**src/rtl/core/ptw_pkg.sv**
```systemverilog
package ptw_pkg;

    localparam int unsigned LEVELS           = 4;
    localparam int unsigned INDEX_BITS       = 9;
    localparam int unsigned PAGE_OFFSET_BITS = 12;
    localparam int unsigned VIRT_W           = 48;
    localparam int unsigned ADDR_W           = 52;
    localparam int unsigned ENTRY_W          = 64;
    localparam int unsigned LEVEL_W          = 3;
    localparam int unsigned SHIFT_W          = 7;
    localparam int unsigned QUEUE_DEPTH      = 2;
    localparam int unsigned QUEUE_PTR_W      = (QUEUE_DEPTH > 1) ? $clog2(QUEUE_DEPTH) : 1;
    localparam int unsigned QUEUE_CNT_W      = $clog2(QUEUE_DEPTH + 1);

    typedef enum logic
    {
        MODE_REQUEST  = 1'b0,
        MODE_RESPONSE = 1'b1
    } mode_t;

    typedef enum logic
    {
        KIND_READ = 1'b0,
        KIND_DONE = 1'b1
    } kind_t;

    // One classified input beat as it sits in the queue between front and back.
    typedef struct packed
    {
        logic                 is_resp;
        logic [VIRT_W-1:0]    virt;
        logic [ENTRY_W-1:0]   entry;
        logic [ADDR_W-1:0]    req_addr;
    } queue_entry_t;

    // Index bits of the virtual address for a level; levels count down to 1 at the leaf.
    // Indexes that fall above the virtual address width come out as zero.
    function automatic logic [INDEX_BITS-1:0] level_index(
        input logic [VIRT_W-1:0]  virt,
        input logic [LEVEL_W-1:0] lvl
    );
        logic [LEVEL_W-1:0] lvl_m1;
        logic [SHIFT_W-1:0] sh;
        logic [ENTRY_W-1:0] ext;
        lvl_m1 = lvl - LEVEL_W'(1);
        sh     = SHIFT_W'(PAGE_OFFSET_BITS) + SHIFT_W'(lvl_m1) * SHIFT_W'(INDEX_BITS);
        ext    = ENTRY_W'(virt);
        return INDEX_BITS'(ext >> sh);
    endfunction

    // Address of the entry for a level inside the table whose frame is taken from bits 51..12.
    function automatic logic [ADDR_W-1:0] entry_addr(
        input logic [ADDR_W-1:0]  table_base,
        input logic [VIRT_W-1:0]  virt,
        input logic [LEVEL_W-1:0] lvl
    );
        return {table_base[ADDR_W-1:PAGE_OFFSET_BITS], level_index(virt, lvl), 3'b000};
    endfunction

endpackage

```
**src/rtl/core/ptw_if.sv**
```systemverilog
interface ptw_in_if;
    logic                           valid;
    logic                           ready;
    logic                           mode;
    logic [ptw_pkg::VIRT_W-1:0]     virt_addr;
    logic [ptw_pkg::ENTRY_W-1:0]    entry_word;

    modport source (output valid, output mode, output virt_addr, output entry_word, input ready);
    modport sink   (input valid, input mode, input virt_addr, input entry_word, output ready);
endinterface

interface ptw_out_if;
    logic                           valid;
    logic                           ready;
    logic                           kind;
    logic [ptw_pkg::ADDR_W-1:0]     address;
    logic                           fault;

    modport source (output valid, output kind, output address, output fault, input ready);
    modport sink   (input valid, input kind, input address, input fault, output ready);
endinterface

interface ptw_cfg_if;
    logic                           valid;
    logic                           ready;
    logic [ptw_pkg::ADDR_W-1:0]     data;

    modport source (output valid, output data, input ready);
    modport sink   (input valid, input data, output ready);
endinterface

```
**src/rtl/core/ptw_front.sv**
```systemverilog
module ptw_front
(
    input  logic                   clk,
    input  logic                   rst_n,
    ptw_in_if.sink                 in_ch,
    ptw_cfg_if.sink                cfg_ch,
    output logic                   push_valid,
    input  logic                   push_ready,
    output ptw_pkg::queue_entry_t  push_data
);

    logic [ptw_pkg::ADDR_W-1:0] root_reg;
    logic [ptw_pkg::ADDR_W-1:0] root_next;

    assign cfg_ch.ready = 1'b1;

    always_comb
    begin
        root_next = root_reg;
        if (cfg_ch.valid)
        begin
            root_next = cfg_ch.data;
        end
    end

    always_ff @(posedge clk or negedge rst_n)
    begin
        if (!rst_n)
        begin
            root_reg <= '0;
        end
        else
        begin
            root_reg <= root_next;
        end
    end

    // The top-level entry address is worked out here so the back end only
    // has to pick it up when it starts a walk.
    assign in_ch.ready = push_ready;
    assign push_valid  = in_ch.valid;

    always_comb
    begin
        push_data.is_resp  = (ptw_pkg::mode_t'(in_ch.mode) == ptw_pkg::MODE_RESPONSE);
        push_data.virt     = in_ch.virt_addr;
        push_data.entry    = in_ch.entry_word;
        push_data.req_addr = ptw_pkg::entry_addr(root_reg, in_ch.virt_addr,
                                                 ptw_pkg::LEVEL_W'(ptw_pkg::LEVELS));
    end

endmodule

```
**src/rtl/core/ptw_queue.sv**
```systemverilog
module ptw_queue
(
    input  logic                   clk,
    input  logic                   rst_n,
    input  logic                   push_valid,
    output logic                   push_ready,
    input  ptw_pkg::queue_entry_t  push_data,
    output logic                   pop_valid,
    input  logic                   pop_ready,
    output ptw_pkg::queue_entry_t  pop_data
);

    ptw_pkg::queue_entry_t              slots_reg [ptw_pkg::QUEUE_DEPTH];
    logic [ptw_pkg::QUEUE_PTR_W-1:0]    wr_ptr_reg;
    logic [ptw_pkg::QUEUE_PTR_W-1:0]    wr_ptr_next;
    logic [ptw_pkg::QUEUE_PTR_W-1:0]    rd_ptr_reg;
    logic [ptw_pkg::QUEUE_PTR_W-1:0]    rd_ptr_next;
    logic [ptw_pkg::QUEUE_CNT_W-1:0]    count_reg;
    logic [ptw_pkg::QUEUE_CNT_W-1:0]    count_next;
    logic                               do_push;
    logic                               do_pop;

    assign push_ready = (count_reg != ptw_pkg::QUEUE_CNT_W'(ptw_pkg::QUEUE_DEPTH));
    assign pop_valid  = (count_reg != '0);
    assign pop_data   = slots_reg[rd_ptr_reg];
    assign do_push    = push_valid && push_ready;
    assign do_pop     = pop_valid && pop_ready;

    always_comb
    begin
        wr_ptr_next = wr_ptr_reg;
        rd_ptr_next = rd_ptr_reg;
        count_next  = count_reg;
        if (do_push)
        begin
            wr_ptr_next = (wr_ptr_reg == ptw_pkg::QUEUE_PTR_W'(ptw_pkg::QUEUE_DEPTH - 1)) ?
                          '0 : wr_ptr_reg + 1'b1;
        end
        if (do_pop)
        begin
            rd_ptr_next = (rd_ptr_reg == ptw_pkg::QUEUE_PTR_W'(ptw_pkg::QUEUE_DEPTH - 1)) ?
                          '0 : rd_ptr_reg + 1'b1;
        end
        if (do_push && !do_pop)
        begin
            count_next = count_reg + 1'b1;
        end
        else if (do_pop && !do_push)
        begin
            count_next = count_reg - 1'b1;
        end
    end

    always_ff @(posedge clk or negedge rst_n)
    begin
        if (!rst_n)
        begin
            wr_ptr_reg <= '0;
            rd_ptr_reg <= '0;
            count_reg  <= '0;
        end
        else
        begin
            wr_ptr_reg <= wr_ptr_next;
            rd_ptr_reg <= rd_ptr_next;
            count_reg  <= count_next;
        end
    end

    always_ff @(posedge clk)
    begin
        if (do_push)
        begin
            slots_reg[wr_ptr_reg] <= push_data;
        end
    end

endmodule

```
**src/rtl/core/ptw_back.sv**
```systemverilog
module ptw_back
(
    input  logic                   clk,
    input  logic                   rst_n,
    input  logic                   pop_valid,
    output logic                   pop_ready,
    input  ptw_pkg::queue_entry_t  pop_data,
    ptw_out_if.source              out_ch
);

    logic                               busy_reg;
    logic                               busy_next;
    logic [ptw_pkg::LEVEL_W-1:0]        level_reg;
    logic [ptw_pkg::LEVEL_W-1:0]        level_next;
    logic [ptw_pkg::VIRT_W-1:0]         virt_reg;
    logic [ptw_pkg::VIRT_W-1:0]         virt_next;
    logic                               out_valid_reg;
    logic                               out_valid_next;
    ptw_pkg::kind_t                     out_kind_reg;
    ptw_pkg::kind_t                     out_kind_next;
    logic [ptw_pkg::ADDR_W-1:0]         out_addr_reg;
    logic [ptw_pkg::ADDR_W-1:0]         out_addr_next;
    logic                               out_fault_reg;
    logic                               out_fault_next;
    logic                               do_pop;
    logic [ptw_pkg::LEVEL_W-1:0]        level_dn;

    // A beat leaves the queue whenever the output register is free or being drained,
    // including beats that are dropped without a result.
    assign pop_ready = !out_valid_reg || out_ch.ready;
    assign do_pop    = pop_valid && pop_ready;
    assign level_dn  = level_reg - 1'b1;

    always_comb
    begin
        busy_next      = busy_reg;
        level_next     = level_reg;
        virt_next      = virt_reg;
        out_valid_next = out_valid_reg && !out_ch.ready;
        out_kind_next  = out_kind_reg;
        out_addr_next  = out_addr_reg;
        out_fault_next = out_fault_reg;
        if (do_pop)
        begin
            if (!pop_data.is_resp)
            begin
                if (!busy_reg)
                begin
                    busy_next      = 1'b1;
                    level_next     = ptw_pkg::LEVEL_W'(ptw_pkg::LEVELS);
                    virt_next      = pop_data.virt;
                    out_valid_next = 1'b1;
                    out_kind_next  = ptw_pkg::KIND_READ;
                    out_addr_next  = pop_data.req_addr;
                    out_fault_next = 1'b0;
                end
            end
            else if (busy_reg)
            begin
                out_valid_next = 1'b1;
                if (!pop_data.entry[0])
                begin
                    busy_next      = 1'b0;
                    level_next     = '0;
                    out_kind_next  = ptw_pkg::KIND_DONE;
                    out_addr_next  = '0;
                    out_fault_next = 1'b1;
                end
                else if (level_reg > ptw_pkg::LEVEL_W'(1))
                begin
                    level_next     = level_dn;
                    out_kind_next  = ptw_pkg::KIND_READ;
                    out_addr_next  = ptw_pkg::entry_addr(
                                         pop_data.entry[ptw_pkg::ADDR_W-1:0], virt_reg, level_dn);
                    out_fault_next = 1'b0;
                end
                else
                begin
                    busy_next      = 1'b0;
                    level_next     = '0;
                    out_kind_next  = ptw_pkg::KIND_DONE;
                    out_addr_next  = {pop_data.entry[ptw_pkg::ADDR_W-1:ptw_pkg::PAGE_OFFSET_BITS],
                                      virt_reg[ptw_pkg::PAGE_OFFSET_BITS-1:0]};
                    out_fault_next = 1'b0;
                end
            end
        end
    end

    always_ff @(posedge clk or negedge rst_n)
    begin
        if (!rst_n)
        begin
            busy_reg      <= 1'b0;
            level_reg     <= '0;
            virt_reg      <= '0;
            out_valid_reg <= 1'b0;
        end
        else
        begin
            busy_reg      <= busy_next;
            level_reg     <= level_next;
            virt_reg      <= virt_next;
            out_valid_reg <= out_valid_next;
        end
    end

    always_ff @(posedge clk)
    begin
        out_kind_reg  <= out_kind_next;
        out_addr_reg  <= out_addr_next;
        out_fault_reg <= out_fault_next;
    end

    assign out_ch.valid   = out_valid_reg;
    assign out_ch.kind    = out_kind_reg;
    assign out_ch.address = out_addr_reg;
    assign out_ch.fault   = out_fault_reg;

endmodule

```
**src/rtl/core/page_table_walk_translate_core.sv**
```systemverilog
// A beat accepted into the queue is popped once the output register is free or being
// drained; the edge that pops it also loads its result (if any) into the output register.
// One input beat per cycle unless out_ch stalls, limited by the single back-end walk step.
// A two-entry queue separates input acceptance from the output register.
// Reset (rst_n, asynchronous, active low) clears the root base, the walk state and the queue.
module page_table_walk_translate_core
(
    input  logic        clk,
    input  logic        rst_n,
    ptw_in_if.sink      in_ch,
    ptw_out_if.source   out_ch,
    ptw_cfg_if.sink     cfg_ch
);

    logic                   push_valid;
    logic                   push_ready;
    ptw_pkg::queue_entry_t  push_data;
    logic                   pop_valid;
    logic                   pop_ready;
    ptw_pkg::queue_entry_t  pop_data;

    ptw_front u_front
    (
        .clk        (clk),
        .rst_n      (rst_n),
        .in_ch      (in_ch),
        .cfg_ch     (cfg_ch),
        .push_valid (push_valid),
        .push_ready (push_ready),
        .push_data  (push_data)
    );

    ptw_queue u_queue
    (
        .clk        (clk),
        .rst_n      (rst_n),
        .push_valid (push_valid),
        .push_ready (push_ready),
        .push_data  (push_data),
        .pop_valid  (pop_valid),
        .pop_ready  (pop_ready),
        .pop_data   (pop_data)
    );

    ptw_back u_back
    (
        .clk        (clk),
        .rst_n      (rst_n),
        .pop_valid  (pop_valid),
        .pop_ready  (pop_ready),
        .pop_data   (pop_data),
        .out_ch     (out_ch)
    );

endmodule
```
**src/flat_wrapper.sv**
```systemverilog
// flat-port wrapper written by rule: the top's interface ports become plain ports
module page_table_walk_translate_core_flat 
  (clk, rst_n, in_ch_valid, in_ch_mode, in_ch_virt_addr, in_ch_entry_word, in_ch_ready, out_ch_valid, out_ch_kind, out_ch_address, out_ch_fault, out_ch_ready, cfg_ch_valid, cfg_ch_data, cfg_ch_ready);
  ptw_in_if in_ch_i ();
  ptw_out_if out_ch_i ();
  ptw_cfg_if cfg_ch_i ();
  input  logic clk;
  input  logic rst_n;
  input wire logic [$bits(in_ch_i.valid)-1:0] in_ch_valid;
  input wire logic [$bits(in_ch_i.mode)-1:0] in_ch_mode;
  input wire logic [$bits(in_ch_i.virt_addr)-1:0] in_ch_virt_addr;
  input wire logic [$bits(in_ch_i.entry_word)-1:0] in_ch_entry_word;
  output wire logic [$bits(in_ch_i.ready)-1:0] in_ch_ready;
  output wire logic [$bits(out_ch_i.valid)-1:0] out_ch_valid;
  output wire logic [$bits(out_ch_i.kind)-1:0] out_ch_kind;
  output wire logic [$bits(out_ch_i.address)-1:0] out_ch_address;
  output wire logic [$bits(out_ch_i.fault)-1:0] out_ch_fault;
  input wire logic [$bits(out_ch_i.ready)-1:0] out_ch_ready;
  input wire logic [$bits(cfg_ch_i.valid)-1:0] cfg_ch_valid;
  input wire logic [$bits(cfg_ch_i.data)-1:0] cfg_ch_data;
  output wire logic [$bits(cfg_ch_i.ready)-1:0] cfg_ch_ready;
  assign in_ch_i.valid = in_ch_valid;
  assign in_ch_i.mode = in_ch_mode;
  assign in_ch_i.virt_addr = in_ch_virt_addr;
  assign in_ch_i.entry_word = in_ch_entry_word;
  assign in_ch_ready = in_ch_i.ready;
  assign out_ch_valid = out_ch_i.valid;
  assign out_ch_kind = out_ch_i.kind;
  assign out_ch_address = out_ch_i.address;
  assign out_ch_fault = out_ch_i.fault;
  assign out_ch_i.ready = out_ch_ready;
  assign cfg_ch_i.valid = cfg_ch_valid;
  assign cfg_ch_i.data = cfg_ch_data;
  assign cfg_ch_ready = cfg_ch_i.ready;
  page_table_walk_translate_core u_core (.clk(clk), .rst_n(rst_n), .in_ch(in_ch_i), .out_ch(out_ch_i), .cfg_ch(cfg_ch_i));
endmodule
```
**config.mk**
```make
export PLATFORM = sky130hd
export DESIGN_NAME = page_table_walk_translate_core_flat
export DESIGN_NICKNAME = d
export VERILOG_FILES = /design/src/rtl/core/ptw_pkg.sv /design/src/rtl/core/ptw_if.sv /design/src/rtl/core/ptw_front.sv /design/src/rtl/core/ptw_queue.sv /design/src/rtl/core/ptw_back.sv /design/src/rtl/core/page_table_walk_translate_core.sv /design/src/flat_wrapper.sv
export SDC_FILE = /design/constraint.sdc
export NUM_CORES = 1
export LEC_CHECK = 0
export BUFFER_PORTS_ARGS = -buffer_cell sky130_fd_sc_hd__buf_4
export CAP_MARGIN = 30
export CORE_MARGIN = 1
export CORE_UTILIZATION = 25
export CTS_CLUSTER_SIZE = 30
export DETAILED_ROUTE_END_ITERATION = 7
export PLACE_DENSITY = 0.44
export SLEW_MARGIN = 20
export SYNTH_ARGS = -nofsm -noshare
export SYNTH_HDL_FRONTEND = slang
export SYNTH_SLANG_ARGS = --single-unit
```
**constraint.sdc**
```tcl
create_clock -name clk -period 9.4 [get_ports clk]
set_input_delay 0.47 -clock clk [delete_from_list [all_inputs] [get_ports clk]]
set_output_delay 0.47 -clock clk [all_outputs]
set_load 0.01 [all_outputs]
```
==> metrics.txt <==
outcome complete, no violations; Worst Skew between 0.06 and 0.07 ns; flops & latches, synth roughly 410; most frequent cell after synthesis edfxtp_1; Synth area leaders edfxtp_1 56%, dfrtp_1 15%, mux2i_1 9.1%; Die Y-Extent 260.4 µm; top cell type's share of synthesized area between 50% and 60%; commonest register cell after synthesis edfxtp_1; Synth-to-Final Area Change 24.12%; cell accounting for the most synthesized area edfxtp_1; via count between 9,000 and 10,000; Hold Violations, Final 0; Worst Setup Start Kind flop; CTS H-tree depth 2; Critical-path top delay cell xnor3_2; 1st-iter DRT viols between 500 and 600; die area roughly 68,000 µm²; GP Congestion between 0.8 and 0.9; overall power between 7 and 8 mW; Global Route Usage Sum about an eighth; WS Path Type flop to flop; fraction of layout cells with a size suffix above 1 between 20% and 30%; register area share after synthesis a little under three quarters; Post-Syn Area per Cell about 16 µm²; Worst-path clk slew roughly 0.060 ns; Max stage delay on crit path 0.84 ns; Inserted Clock Buffers 47; r2r setup slk about 4.2 ns; Worst slew margin ~40%; detailed-route wire length per cell between 20 and 25 µm; clk root buf clkbuf_16; TritonRoute pass-1 iters 7; # IOs approximately 230; Slew @ Worst Pin slightly below 0.9 ns; asr flop ratio synth approximately a quarter; DRT antenna net count 0; period utilization between 50% and 60%; Syn Inst Count 1,031; NumNets Final between 1,000 and 1,500; Required @ worst endpoint a little under 10 ns; hold crit path type input port to flop; Post-route DRC 0; Post-Route WL between 40,000 and 50,000 µm; first-pass GRT wire length 65,000 µm; Cell Rows 94; cells along the critical path buf_4 > clkinv_1 > ha_2 > xnor3_2 > clkinv_2 > nand2_1 > nand2_1 > ha_1 > nor4_2 > buf_2 > nand2_1 > o211ai_1; Min Hold Slack 0.04623 ns; max reg flops 260; TritonCTS clock tree built; R2R depth 12; Pleak roughly 7.8 nW; endpoint type of the worst setup path flop; initial antenna violation count 5; critical path peak fanout 46; RR Endpoint u_core.u_back.out_ch.address[11]; Max-cap violations 0; die width 260.4 µm; DR vias/cell 4.462; CP dominant cell by count nand2_1; Pwr per Cell Area 355.8 nW/µm²; Synth Warn # 0; maximum VDD drop ~0.00016 V; R2R Path Start u_core.u_back.level_reg[0]; Worst Setup SP u_core.u_back.level_reg[0]; Post-Syn Area about 17,000 µm²; Worst Setup EP u_core.u_back.out_ch.address[11]; vias in the first global route between 9,000 and 10,000; synthesized net count ~1,200; WP data arrival around 5.5 ns; hold buffer count at cts 7; core area roughly 66,000 µm²; Setup-failing EPs final 0; GRT overflow 0; postcts setup bufs 0; fmax about 0.19 GHz; number of library cell types mapped by synthesis 59; unrepaired setup endpoints after global routing no; post_cts resized 0; port bufs between 150 and 200; Clock Tree Buf Depth 3; Sinks on Clock Net 411; EDFF count, synth between 300 and 400; largest net degree at the start of global routing around 130; Final Max Tran Viols 0; setup_tns 0 ns; Worst-Skew Late Latency 0.61 ns; commonest cells in the netlist 314 x edfxtp_1, 152 x mux2i_1, 97 x dfrtp_1, 82 x nand2_1, 53 x o21ai_0; placed wire-length estimate 27,080 µm; Tmin final about 5.2 ns; Starting Density around a quarter
## how the worst min path moves through the flow
stage                                            from                         endpoint  cells past startpoint  slack (ns)
after global placement    u_core.u_front.root_reg[35]  u_core.u_queue.slots_reg[1][32]                      0        0.44
after detailed placement  u_core.u_front.root_reg[13]  u_core.u_queue.slots_reg[0][10]                      0        0.45
final                            in_ch_entry_word[28]  u_core.u_queue.slots_reg[1][77]                      1        0.05
after floorplan                                 rst_n           u_core.u_back.busy_reg                      0        0.17
after CTS                        in_ch_entry_word[13]  u_core.u_queue.slots_reg[0][62]                      1      0.0003
after global routing             in_ch_entry_word[13]  u_core.u_queue.slots_reg[0][62]                      1       0.007
## metal layers
layer	GRT usage, %	routed length (µm)
met1	17.40	19620
met4	4.467	1216
met3	2.923	2314
met5	0	22
met2	20.20	20600
## critical path: cells and delay by family, from the launching register on
kind            cells  cell delay (ns)
compound gates      1             0.21
xor+xnor            1             0.84
fa+ha+maj           2             0.71
buf+inv             4             1.92
flops               1             0.32
simple gates        4             0.80
## layout by cell type (no fill, tap or decap), types with 9 or more instances in the layout
cell	Yosys	final
mux2i_1	152	152
mux4_2	25	25
clkbuf_1	30	14
clkbuf_16	0	47
nor2_1	31	30
mux2_2	49	49
o22ai_1	41	41
a21oi_1	9	9
edfxtp_1	314	314
buf_4	3	203
dfrtp_1	97	96
nand2_1	82	81
o21ai_0	53	53
## layout make-up
cell class,instances,area (µm²)
inverters,9,35.03
clock inverters,22,247.7
diodes,3,7.507
flip-flops and latches,411,11860
well taps,864,1081
fillers,6569,45140
clock buffers,66,1297
repair buffers,213,1647
multi-input cells,551,4546
## logic make-up after synthesis
kind of cell	Yosys count	synth area share, %
multiplexers	229	16.26
other	1	0.02246
buffers and inverters	69	1.859
flip-flops	411	71.02
adder cells (fa/ha/maj)	6	0.4497
AND/OR/NAND/NOR	150	3.890
XOR/XNOR	9	0.5621
AO/OA/AOI/OAI	156	5.936
## where the power goes
group	switching, mW	internal, mW	total (mW)
combinational	1.54	1.05	2.59
sequential	0.335	2.64	2.97
clock	0.756	1.06	1.81
total	2.63	4.74	7.37
## through the flow
step / util [%] / area (µm²) / worst slack (ns) / std cells
2_1_floorplan: - / 16690 / 2.653 / 1031
3_3_place_gp: 28.95 / 19070 / 3.943 / 2039
3_5_place_dp: 28.96 / 19070 / 4.306 / 2040
4_1_cts: 31.41 / 20690 / 4.191 / 2135
5_1_grt: 31.46 / 20720 / 3.794 / 2139
6_report: 31.46 / 20720 / 4.249 / 2139
Power figures use the tool's default switching activity.
